`config.mk`:
```
export PLATFORM = sky130hd
export DESIGN_NAME = mpeg2_video_frame_splitter_top_flat
export DESIGN_NICKNAME = d
export VERILOG_FILES = /design/src/hw/rtl/mvfs_pkg.sv /design/src/hw/rtl/mvfs_if.sv /design/src/hw/rtl/mvfs_parser.sv /design/src/hw/rtl/mpeg2_video_frame_splitter_top.sv /design/src/flat_wrapper.sv
export SDC_FILE = /design/constraint.sdc
export NUM_CORES = 1
export LEC_CHECK = 0
export BUFFER_PORTS_ARGS = -buffer_cell sky130_fd_sc_hd__buf_2
export CAP_MARGIN = 15
export CORE_ASPECT_RATIO = 1.1
export CORE_MARGIN = 2
export CORE_UTILIZATION = 44
export DETAILED_ROUTE_END_ITERATION = 16
export HOLD_SLACK_MARGIN = 0.02
export RECOVER_POWER = 25
export SYNTH_ARGS = -nofsm -noshare
export SYNTH_HDL_FRONTEND = slang
export SYNTH_SLANG_ARGS = --single-unit
```
`constraint.sdc`:
```
create_clock -name clk -period 4.46 [get_ports clk]
set_input_delay 0.446 -clock clk [delete_from_list [all_inputs] [get_ports clk]]
set_output_delay 0.446 -clock clk [all_outputs]
set_load 0.02 [all_outputs]
```
`src/hw/rtl/mvfs_pkg.sv`:
```
// Shared types, constants and the frame-rate table of the MPEG-2 video frame splitter.
package mvfs_pkg;

  localparam int LENGTH_BITS_DEF = 20;
  localparam int FRAME_LEN_W     = 20;
  localparam logic [FRAME_LEN_W-1:0] FRAME_LEN_MAX = '1;

  localparam logic [23:0] START_PREFIX   = 24'h000001;
  localparam logic [7:0]  START_PICTURE  = 8'h00;
  localparam logic [7:0]  START_SEQUENCE = 8'hB3;
  localparam logic [7:0]  START_SEQ_END  = 8'hB7;

  localparam logic [3:0]  PIC_HDR_BYTES  = 4'd4;
  localparam logic [3:0]  SEQ_HDR_BYTES  = 4'd8;
  localparam logic [2:0]  PTYPE_I        = 3'd1;
  localparam logic [2:0]  PTYPE_P        = 3'd2;
  localparam logic [2:0]  PTYPE_B        = 3'd3;
  localparam logic [3:0]  ASPECT_MIN     = 4'd1;
  localparam logic [3:0]  ASPECT_MAX     = 4'd4;
  localparam logic [15:0] DECODE_DELAY_UNKNOWN = 16'hFFFF;

  typedef enum logic [1:0] {
    KIND_NONE = 2'd0,
    KIND_PIC  = 2'd1,
    KIND_SEQ  = 2'd2
  } hdr_kind_t;

  typedef struct packed {
    logic [11:0] width;
    logic [11:0] height;
    logic [2:0]  aspect_code;
    logic [11:0] frame_duration;
    logic [20:0] vbv_buffer_bytes;
  } seq_fields_t;

  typedef struct packed {
    logic [9:0]  temporal_reference;
    logic [2:0]  picture_type;
    logic [15:0] decode_delay;
  } pic_fields_t;

  typedef struct packed {
    logic [FRAME_LEN_W-1:0] frame_length;
    logic                   frame_usable;
    seq_fields_t            seq;
    pic_fields_t            pic;
  } frame_result_t;

  // Frame duration in 90 kHz ticks for each frame_rate_code.
  function automatic logic [11:0] rate_ticks(input logic [3:0] code);
    logic [11:0] ticks;
    case (code)
      4'd1:    ticks = 12'd3753;
      4'd2:    ticks = 12'd3750;
      4'd3:    ticks = 12'd3600;
      4'd4:    ticks = 12'd3003;
      4'd5:    ticks = 12'd3000;
      4'd6:    ticks = 12'd1800;
      4'd7:    ticks = 12'd1501;
      4'd8:    ticks = 12'd1500;
      default: ticks = 12'd0;
    endcase
    return ticks;
  endfunction

endpackage

```
`src/hw/rtl/mvfs_if.sv`:
```
// Valid/ready channel interfaces for stream bytes and closed-frame results.
interface mvfs_in_if;
  logic       valid;
  logic       ready;
  logic [7:0] data_byte;

  modport source (output valid, output data_byte, input ready);
  modport sink (input valid, input data_byte, output ready);
endinterface

interface mvfs_out_if;
  logic        valid;
  logic        ready;
  logic [19:0] frame_length;
  logic        frame_usable;
  logic [11:0] width;
  logic [11:0] height;
  logic [2:0]  aspect_code;
  logic [11:0] frame_duration;
  logic [9:0]  temporal_reference;
  logic [2:0]  picture_type;
  logic [15:0] decode_delay;
  logic [20:0] vbv_buffer_bytes;

  modport source (
    output valid, output frame_length, output frame_usable, output width,
    output height, output aspect_code, output frame_duration,
    output temporal_reference, output picture_type, output decode_delay,
    output vbv_buffer_bytes, input ready
  );
  modport sink (
    input valid, input frame_length, input frame_usable, input width,
    input height, input aspect_code, input frame_duration,
    input temporal_reference, input picture_type, input decode_delay,
    input vbv_buffer_bytes, output ready
  );
endinterface

```
`src/hw/rtl/mvfs_parser.sv`:
```
// Start-code parser: window, header collection and decode, frame byte count.
module mvfs_parser import mvfs_pkg::*; #(
  parameter int LENGTH_BITS = LENGTH_BITS_DEF
) (
  input  logic          clk,
  input  logic          rst_n,
  input  logic          byte_accept,
  input  logic [7:0]    data_byte,
  output logic          frame_emit,
  output frame_result_t frame_result
);

  localparam int XW = (LENGTH_BITS > FRAME_LEN_W) ? LENGTH_BITS : FRAME_LEN_W;
  localparam logic [LENGTH_BITS-1:0] CNT_MAX  = '1;
  localparam logic [LENGTH_BITS-1:0] CNT_CODE = LENGTH_BITS'(4);

  logic [31:0]            win_r, win_nxt;
  logic [63:0]            hb_r, hb_nxt;
  logic [3:0]             left_r, left_nxt;
  hdr_kind_t              kind_r, kind_nxt;
  logic                   inside_r, inside_nxt;
  logic                   need_seq_r, need_seq_nxt;
  logic                   need_intra_r, need_intra_nxt;
  logic [LENGTH_BITS-1:0] cnt_r, cnt_nxt;
  seq_fields_t            seq_r, seq_nxt;
  pic_fields_t            pic_r, pic_nxt;

  logic [LENGTH_BITS-1:0] cnt_inc;
  logic [LENGTH_BITS-1:0] emit_len;
  logic [XW-1:0]          emit_len_x;
  logic                   check_code;
  logic [3:0]             aspect;
  logic [2:0]             ptype;

  assign cnt_inc = (cnt_r < CNT_MAX) ? cnt_r + LENGTH_BITS'(1) : cnt_r;

  always_comb begin
    win_nxt        = {win_r[23:0], data_byte};
    hb_nxt         = hb_r;
    left_nxt       = left_r;
    kind_nxt       = kind_r;
    inside_nxt     = inside_r;
    need_seq_nxt   = need_seq_r;
    need_intra_nxt = need_intra_r;
    cnt_nxt        = cnt_inc;
    seq_nxt        = seq_r;
    pic_nxt        = pic_r;
    check_code     = 1'b1;
    frame_emit     = 1'b0;
    emit_len       = cnt_inc;
    aspect         = hb_nxt[39:36];
    ptype          = hb_nxt[21:19];

    // Header bytes are collected first; start codes inside a header are ignored
    // unless they end on the last header byte.
    if (left_r != 4'd0) begin
      hb_nxt   = {hb_r[55:0], data_byte};
      left_nxt = left_r - 4'd1;
      aspect   = hb_nxt[39:36];
      ptype    = hb_nxt[21:19];
      if (left_nxt != 4'd0) begin
        check_code = 1'b0;
      end else begin
        if (kind_r == KIND_SEQ) begin
          seq_nxt.width  = hb_nxt[63:52];
          seq_nxt.height = hb_nxt[51:40];
          if (aspect >= ASPECT_MIN && aspect <= ASPECT_MAX) begin
            seq_nxt.aspect_code      = aspect[2:0];
            seq_nxt.frame_duration   = rate_ticks(hb_nxt[35:32]);
            seq_nxt.vbv_buffer_bytes = {hb_nxt[12:3], 11'd0};
            need_seq_nxt             = 1'b0;
          end
        end else if (kind_r == KIND_PIC) begin
          pic_nxt.temporal_reference = hb_nxt[31:22];
          pic_nxt.picture_type       = ptype;
          if (ptype == PTYPE_I || ptype == PTYPE_P || ptype == PTYPE_B) begin
            if (ptype == PTYPE_I) begin
              need_intra_nxt = 1'b0;
            end
            pic_nxt.decode_delay = hb_nxt[18:3];
          end
          inside_nxt = 1'b1;
        end
        kind_nxt = KIND_NONE;
      end
    end

    if (check_code && win_nxt[31:8] == START_PREFIX) begin
      case (win_nxt[7:0])
        START_PICTURE: begin
          if (need_seq_nxt) begin
            inside_nxt = 1'b1;
          end else begin
            if (inside_nxt) begin
              frame_emit = 1'b1;
              emit_len   = (cnt_inc >= CNT_CODE) ? cnt_inc - CNT_CODE : '0;
              inside_nxt = 1'b0;
              cnt_nxt    = CNT_CODE;
            end
            kind_nxt = KIND_PIC;
            left_nxt = PIC_HDR_BYTES;
            hb_nxt   = '0;
          end
        end
        START_SEQUENCE: begin
          if (inside_nxt) begin
            frame_emit = 1'b1;
            emit_len   = (cnt_inc >= CNT_CODE) ? cnt_inc - CNT_CODE : '0;
            inside_nxt = 1'b0;
            cnt_nxt    = CNT_CODE;
          end
          kind_nxt = KIND_SEQ;
          left_nxt = SEQ_HDR_BYTES;
          hb_nxt   = '0;
        end
        START_SEQ_END: begin
          if (inside_nxt) begin
            // The end code belongs to the closing frame; the window restarts.
            frame_emit = 1'b1;
            emit_len   = cnt_inc;
            inside_nxt = 1'b0;
            cnt_nxt    = '0;
            win_nxt    = '1;
          end
        end
        default: begin
        end
      endcase
    end
  end

  assign emit_len_x = XW'(emit_len);

  always_comb begin
    frame_result.frame_length = (emit_len_x > XW'(FRAME_LEN_MAX)) ?
                                FRAME_LEN_MAX : emit_len_x[FRAME_LEN_W-1:0];
    frame_result.frame_usable = !need_seq_nxt && !need_intra_nxt;
    frame_result.seq          = seq_nxt;
    frame_result.pic          = pic_nxt;
  end

  always_ff @(posedge clk) begin
    if (!rst_n) begin
      win_r        <= '1;
      hb_r         <= '0;
      left_r       <= 4'd0;
      kind_r       <= KIND_NONE;
      inside_r     <= 1'b0;
      need_seq_r   <= 1'b1;
      need_intra_r <= 1'b1;
      cnt_r        <= '0;
      seq_r        <= '0;
      pic_r        <= '{temporal_reference: '0, picture_type: '0,
                        decode_delay: DECODE_DELAY_UNKNOWN};
    end else if (byte_accept) begin
      win_r        <= win_nxt;
      hb_r         <= hb_nxt;
      left_r       <= left_nxt;
      kind_r       <= kind_nxt;
      inside_r     <= inside_nxt;
      need_seq_r   <= need_seq_nxt;
      need_intra_r <= need_intra_nxt;
      cnt_r        <= cnt_nxt;
      seq_r        <= seq_nxt;
      pic_r        <= pic_nxt;
    end
  end

endmodule

```
`src/hw/rtl/mpeg2_video_frame_splitter_top.sv`:
```
// Latency: a frame result is valid in the cycle after the byte that closes the frame.
// Throughput: one stream byte per cycle while results drain; a result waits in a single
// output register, and while it waits with out_ch.ready low the input is held off,
// whether or not the next byte would close a frame.
// Reset: synchronous active-low rst_n clears the parser state and the result valid flag.
module mpeg2_video_frame_splitter_top import mvfs_pkg::*; #(
  parameter int LENGTH_BITS = LENGTH_BITS_DEF
) (
  input logic        clk,
  input logic        rst_n,
  mvfs_in_if.sink    in_ch,
  mvfs_out_if.source out_ch
);

  logic          in_ready_w;
  logic          in_accept;
  logic          frame_emit;
  frame_result_t frame_result;
  logic          out_valid_r;
  frame_result_t out_data_r;

  // The input is held off only while a result waits and the receiver is not ready.
  assign in_ready_w  = !out_valid_r || out_ch.ready;
  assign in_ch.ready = in_ready_w;
  assign in_accept   = in_ch.valid && in_ready_w;

  mvfs_parser #(
    .LENGTH_BITS(LENGTH_BITS)
  ) u_parser (
    .clk         (clk),
    .rst_n       (rst_n),
    .byte_accept (in_accept),
    .data_byte   (in_ch.data_byte),
    .frame_emit  (frame_emit),
    .frame_result(frame_result)
  );

  always_ff @(posedge clk) begin
    if (!rst_n) begin
      out_valid_r <= 1'b0;
    end else if (in_accept && frame_emit) begin
      out_valid_r <= 1'b1;
    end else if (out_ch.ready) begin
      out_valid_r <= 1'b0;
    end
  end

  always_ff @(posedge clk) begin
    if (in_accept && frame_emit) begin
      out_data_r <= frame_result;
    end
  end

  assign out_ch.valid              = out_valid_r;
  assign out_ch.frame_length       = out_data_r.frame_length;
  assign out_ch.frame_usable       = out_data_r.frame_usable;
  assign out_ch.width              = out_data_r.seq.width;
  assign out_ch.height             = out_data_r.seq.height;
  assign out_ch.aspect_code        = out_data_r.seq.aspect_code;
  assign out_ch.frame_duration     = out_data_r.seq.frame_duration;
  assign out_ch.vbv_buffer_bytes   = out_data_r.seq.vbv_buffer_bytes;
  assign out_ch.temporal_reference = out_data_r.pic.temporal_reference;
  assign out_ch.picture_type       = out_data_r.pic.picture_type;
  assign out_ch.decode_delay       = out_data_r.pic.decode_delay;

endmodule
```
`src/flat_wrapper.sv`:
```
// flat-port wrapper written by rule: the top's interface ports become plain ports
module mpeg2_video_frame_splitter_top_flat import mvfs_pkg::*;
#(
  parameter int LENGTH_BITS = LENGTH_BITS_DEF
)
  (clk, rst_n, in_ch_valid, in_ch_data_byte, in_ch_ready, out_ch_valid, out_ch_frame_length, out_ch_frame_usable, out_ch_width, out_ch_height, out_ch_aspect_code, out_ch_frame_duration, out_ch_temporal_reference, out_ch_picture_type, out_ch_decode_delay, out_ch_vbv_buffer_bytes, out_ch_ready);
  mvfs_in_if in_ch_i ();
  mvfs_out_if out_ch_i ();
  input logic clk;
  input logic rst_n;
  input wire logic [$bits(in_ch_i.valid)-1:0] in_ch_valid;
  input wire logic [$bits(in_ch_i.data_byte)-1:0] in_ch_data_byte;
  output wire logic [$bits(in_ch_i.ready)-1:0] in_ch_ready;
  output wire logic [$bits(out_ch_i.valid)-1:0] out_ch_valid;
  output wire logic [$bits(out_ch_i.frame_length)-1:0] out_ch_frame_length;
  output wire logic [$bits(out_ch_i.frame_usable)-1:0] out_ch_frame_usable;
  output wire logic [$bits(out_ch_i.width)-1:0] out_ch_width;
  output wire logic [$bits(out_ch_i.height)-1:0] out_ch_height;
  output wire logic [$bits(out_ch_i.aspect_code)-1:0] out_ch_aspect_code;
  output wire logic [$bits(out_ch_i.frame_duration)-1:0] out_ch_frame_duration;
  output wire logic [$bits(out_ch_i.temporal_reference)-1:0] out_ch_temporal_reference;
  output wire logic [$bits(out_ch_i.picture_type)-1:0] out_ch_picture_type;
  output wire logic [$bits(out_ch_i.decode_delay)-1:0] out_ch_decode_delay;
  output wire logic [$bits(out_ch_i.vbv_buffer_bytes)-1:0] out_ch_vbv_buffer_bytes;
  input wire logic [$bits(out_ch_i.ready)-1:0] out_ch_ready;
  assign in_ch_i.valid = in_ch_valid;
  assign in_ch_i.data_byte = in_ch_data_byte;
  assign in_ch_ready = in_ch_i.ready;
  assign out_ch_valid = out_ch_i.valid;
  assign out_ch_frame_length = out_ch_i.frame_length;
  assign out_ch_frame_usable = out_ch_i.frame_usable;
  assign out_ch_width = out_ch_i.width;
  assign out_ch_height = out_ch_i.height;
  assign out_ch_aspect_code = out_ch_i.aspect_code;
  assign out_ch_frame_duration = out_ch_i.frame_duration;
  assign out_ch_temporal_reference = out_ch_i.temporal_reference;
  assign out_ch_picture_type = out_ch_i.picture_type;
  assign out_ch_decode_delay = out_ch_i.decode_delay;
  assign out_ch_vbv_buffer_bytes = out_ch_i.vbv_buffer_bytes;
  assign out_ch_i.ready = out_ch_ready;
  mpeg2_video_frame_splitter_top #(.LENGTH_BITS(LENGTH_BITS)) u_core (.clk(clk), .rst_n(rst_n), .in_ch(in_ch_i), .out_ch(out_ch_i));
endmodule
```
==> flow_metrics.env <==
export IMPL_finalNonFillerCells=1940
export IMPL_ys_top_cells_by_area="dfxtp_1 31%, edfxtp_1 24%, nand2_1 9.4%, mux2_2 6.5%, a21boi_0 4.0%"
export IMPL_gp_congestion=0.880
export IMPL_syn_avg_cell_area_um2=9.77
export IMPL_power_density_nw_per_um2=408
export IMPL_cpPeakStageDelay_ns=0.56
export IMPL_fmax_mhz=259
export IMPL_crit_buf_inv=0
export IMPL_first_iter_violations=635
export IMPL_final_layout_size_suffix_gt1_share_pct=11.7
export IMPL_grt_max_degree=80
export IMPL_relSlewSlack_pct=29.8
export IMPL_drc=0
export IMPL_grt_usage_pct=20.3
export IMPL_io_buffers=123
export IMPL_finalNetCount=1522
export IMPL_vias=10320
export IMPL_critPathArrivalTime_ns=4.13
export IMPL_leakage_nw=5.36
export IMPL_n_antenna_cell=0
export IMPL_period_share_pct=86.6
export IMPL_htreeDepth=2
export IMPL_status="finished, final reports clean"
export IMPL_grt_ovfl_total=0
export IMPL_worstSkewPairLatency_ns=0.51
export IMPL_crit_path_end_kind="flip-flop"
export IMPL_synthDominantCellAreaShare_pct=30.7
export IMPL_synth_top_area_cell="dfxtp_1"
export IMPL_rows=67
export IMPL_ys_warn_count=0
export IMPL_hold_viol=0
export IMPL_synth_edf_count=110
export IMPL_tightest_slew_ns=1.05
export IMPL_numCtsBuffers=35
export IMPL_ant_nets=0
export IMPL_drt_total_wl_um=33300
export IMPL_whs_ns=0.195
export IMPL_yosysSeqAreaShare_pct=54.8
export IMPL_start_util_pct=44.9
export IMPL_nFillCells=2878
export IMPL_hold_path_class="in2reg"
export IMPL_rsz0062_at_grt="false"
export IMPL_tns_ns=0
export IMPL_setup_viol=0
export IMPL_root_buffer="clkbuf_16"
export IMPL_slew_violations=0
export IMPL_drt_first_pass_iters=5
export IMPL_swShare_pct=24.8
export IMPL_areaGrowthSynthToFinish_pct=14.0
export IMPL_crit_path_cell_trace="ha_1, nand4_1, nor4_4, nor4_1, xor2_1, nor4_2, nand3_1, o21ai_1, nor2_1, mux2_2"
export IMPL_dpl_hpwl_um=21600
export IMPL_critPathSlowestCell="ha_1"
export IMPL_cts_tree="built"
export IMPL_setup_ws_ns=0.596
export IMPL_worstSetupStartpointType="flip-flop"
export IMPL_syn_num_nets=1429
export IMPL_vdd_drop_max_mv=0.343
export IMPL_clockPowerShare_pct=43.3
export IMPL_cts_hold_buffers=0
export IMPL_crit_family="simple AND/OR/NAND/NOR gates"
export IMPL_combPwrFrac_pct=7.7
export IMPL_cts_buffer_depth=3
export IMPL_min_period_ns=3.86
export IMPL_die_w_um=172
export IMPL_synth_most_common_cell="nand2_1"
export IMPL_internal_power_mw=4.81
export IMPL_worstSetupPathType="reg2reg"
export IMPL_synthCells=1407
export IMPL_core_um2=30600
export IMPL_ys_async_sr_fraction_pct=0
export IMPL_grt_pass1_wl_um=52800
export IMPL_synth_seq_cells=321
export IMPL_post_cts_buffers=0
export IMPL_synth_area_um2=13700
export IMPL_die_y_um=189
export IMPL_pre_cts_slack_ns=0.686
export IMPL_cp_max_fo=17
export IMPL_ys_types=75
export IMPL_fin_skew_ns=0.0124
export IMPL_antenna_found_initial=0
export IMPL_die_area_um2=32700
export IMPL_multi_input_area_um2=5830
export IMPL_synth_main_ff_cell="dfxtp_1"
export IMPL_viasPerCell=5.32
export IMPL_placed_cells=1877
export IMPL_cts_resized=0
export IMPL_path_clk_slew_ns=0.06
export IMPL_grt_pass1_vias=9681
export IMPL_worstPathRequired_ns=4.73
export IMPL_wire_per_inst_um=17.2
export IMPL_switchingPower_mw=1.58
export IMPL_drv_cap=0
export IMPL_io_pins=124
export IMPL_regArea_um2=7530
export IMPL_synth_common_cells="345 x nand2_1, 211 x dfxtp_1, 110 x edfxtp_1, 89 x a21oi_1, 79 x mux2_2"
export IMPL_cts_sinks=321
export IMPL_seqPwrFrac_pct=49.0
-- metrics by stage --
step                      power (mW)  area (um^2)  utilization [%]
after CTS                       6.45        15800             51.7
final                           6.39        15700             51.2
after global placement          3.68        14700             48.1
after detailed placement        3.69        14700             48.1
after floorplan                 3.53        13700                -
after global routing            6.64        15700             51.2
-- path summary, 6_finish.rpt --
check,startpoint,end,slack [ns],cells after the start
max reg2reg,u_core.u_parser.cnt_r[0],u_core.out_ch.frame_length[8],0.60,10
min,rst_n,u_core.u_parser.need_seq_r,0.20,2
max,u_core.u_parser.cnt_r[0],u_core.out_ch.frame_length[8],0.60,10
min reg2reg,flip-flop,u_core.u_parser.seq_r[24],0.45,2
-- power groups by stage --
stage | Sequential (mW) | Clock, mW | Combinational [mW]
2_1_floorplan | 3.16 | 0 | 0.373
3_3_place_gp | 3.19 | 0 | 0.492
3_5_place_dp | 3.19 | 0 | 0.500
4_1_cts | 3.13 | 2.82 | 0.501
5_1_grt | 3.14 | 2.94 | 0.556
6_report | 3.13 | 2.77 | 0.494
-- placed cells by master, fill, tap and decap left out, drive strengths merged, types with 8 or more instances in the layout --
| cell type | synthesis | layout |
|---|---|---|
| a21oi | 90 | 90 |
| o21ai | 44 | 44 |
| a21boi | 75 | 75 |
| nor2 | 54 | 54 |
| nand3 | 50 | 50 |
| nor4 | 16 | 16 |
| mux2 | 80 | 80 |
| o22ai | 20 | 20 |
| clkinv | 0 | 10 |
| xor2 | 8 | 8 |
| ha | 10 | 10 |
| nand4 | 16 | 16 |
| edfxtp | 110 | 110 |
| clkbuf | 60 | 162 |
| and3 | 23 | 23 |
| nand2b | 10 | 10 |
| buf | 28 | 31 |
| mux2i | 8 | 8 |
| inv | 11 | 12 |
| nand2 | 347 | 347 |
| and2 | 17 | 17 |
| xnor2 | 12 | 12 |
| nor2b | 18 | 18 |
| nor3 | 24 | 24 |
| dfxtp | 211 | 211 |
-- kinds of logic after synthesis --
family / Yosys count / synth area share, %
xor+xnor: 20 / 1.33
buf+inv: 99 / 2.92
fa+ha+maj: 10 / 0.911
compound gates: 269 / 12.5
flops: 321 / 54.8
simple gates: 600 / 20.4
mux: 88 / 7.17
-- layout make-up --
type                       count  share of cell area (%)
clock inverter                14                   0.839
sequential                   321                    48.1
timing repair buffer         144                    4.19
inverter                      11                   0.288
multi-input combinational    987                    37.2
clock buffer                  49                    6.06
tap                          414                    3.31
-- metal layers --
layer | global-route usage, % | routed length (um) | vias to the layer above | share of wire [%]
li1 | - | - | 5116 | -
met1 | 28.8 | 15700 | 4918 | 47
met2 | 32.9 | 15600 | 235 | 47
met3 | 2.84 | 1430 | 51 | 4.3
met4 | 4.82 | 556 | 0 | 1.7
met5 | 0 | 0 | - | 0
-- registers in the layout (all words and copies together), names as in the netlist, 3 cells and up, named ones only --
register,flops
u_core.out_ch.aspect_code,3
u_core.out_ch.decode_delay,16
u_core.out_ch.frame_duration,12
u_core.out_ch.frame_length,20
u_core.out_ch.height,12
u_core.out_ch.picture_type,3
u_core.out_ch.temporal_reference,10
u_core.out_ch.vbv_buffer_bytes,21
u_core.out_ch.width,12
u_core.u_parser.cnt_r,20
u_core.u_parser.hb_r,56
u_core.u_parser.left_r,4
u_core.u_parser.pic_r,29
u_core.u_parser.seq_r,60
u_core.u_parser.win_r,24
No activity file was read; power rests on OpenSTA's default activity.
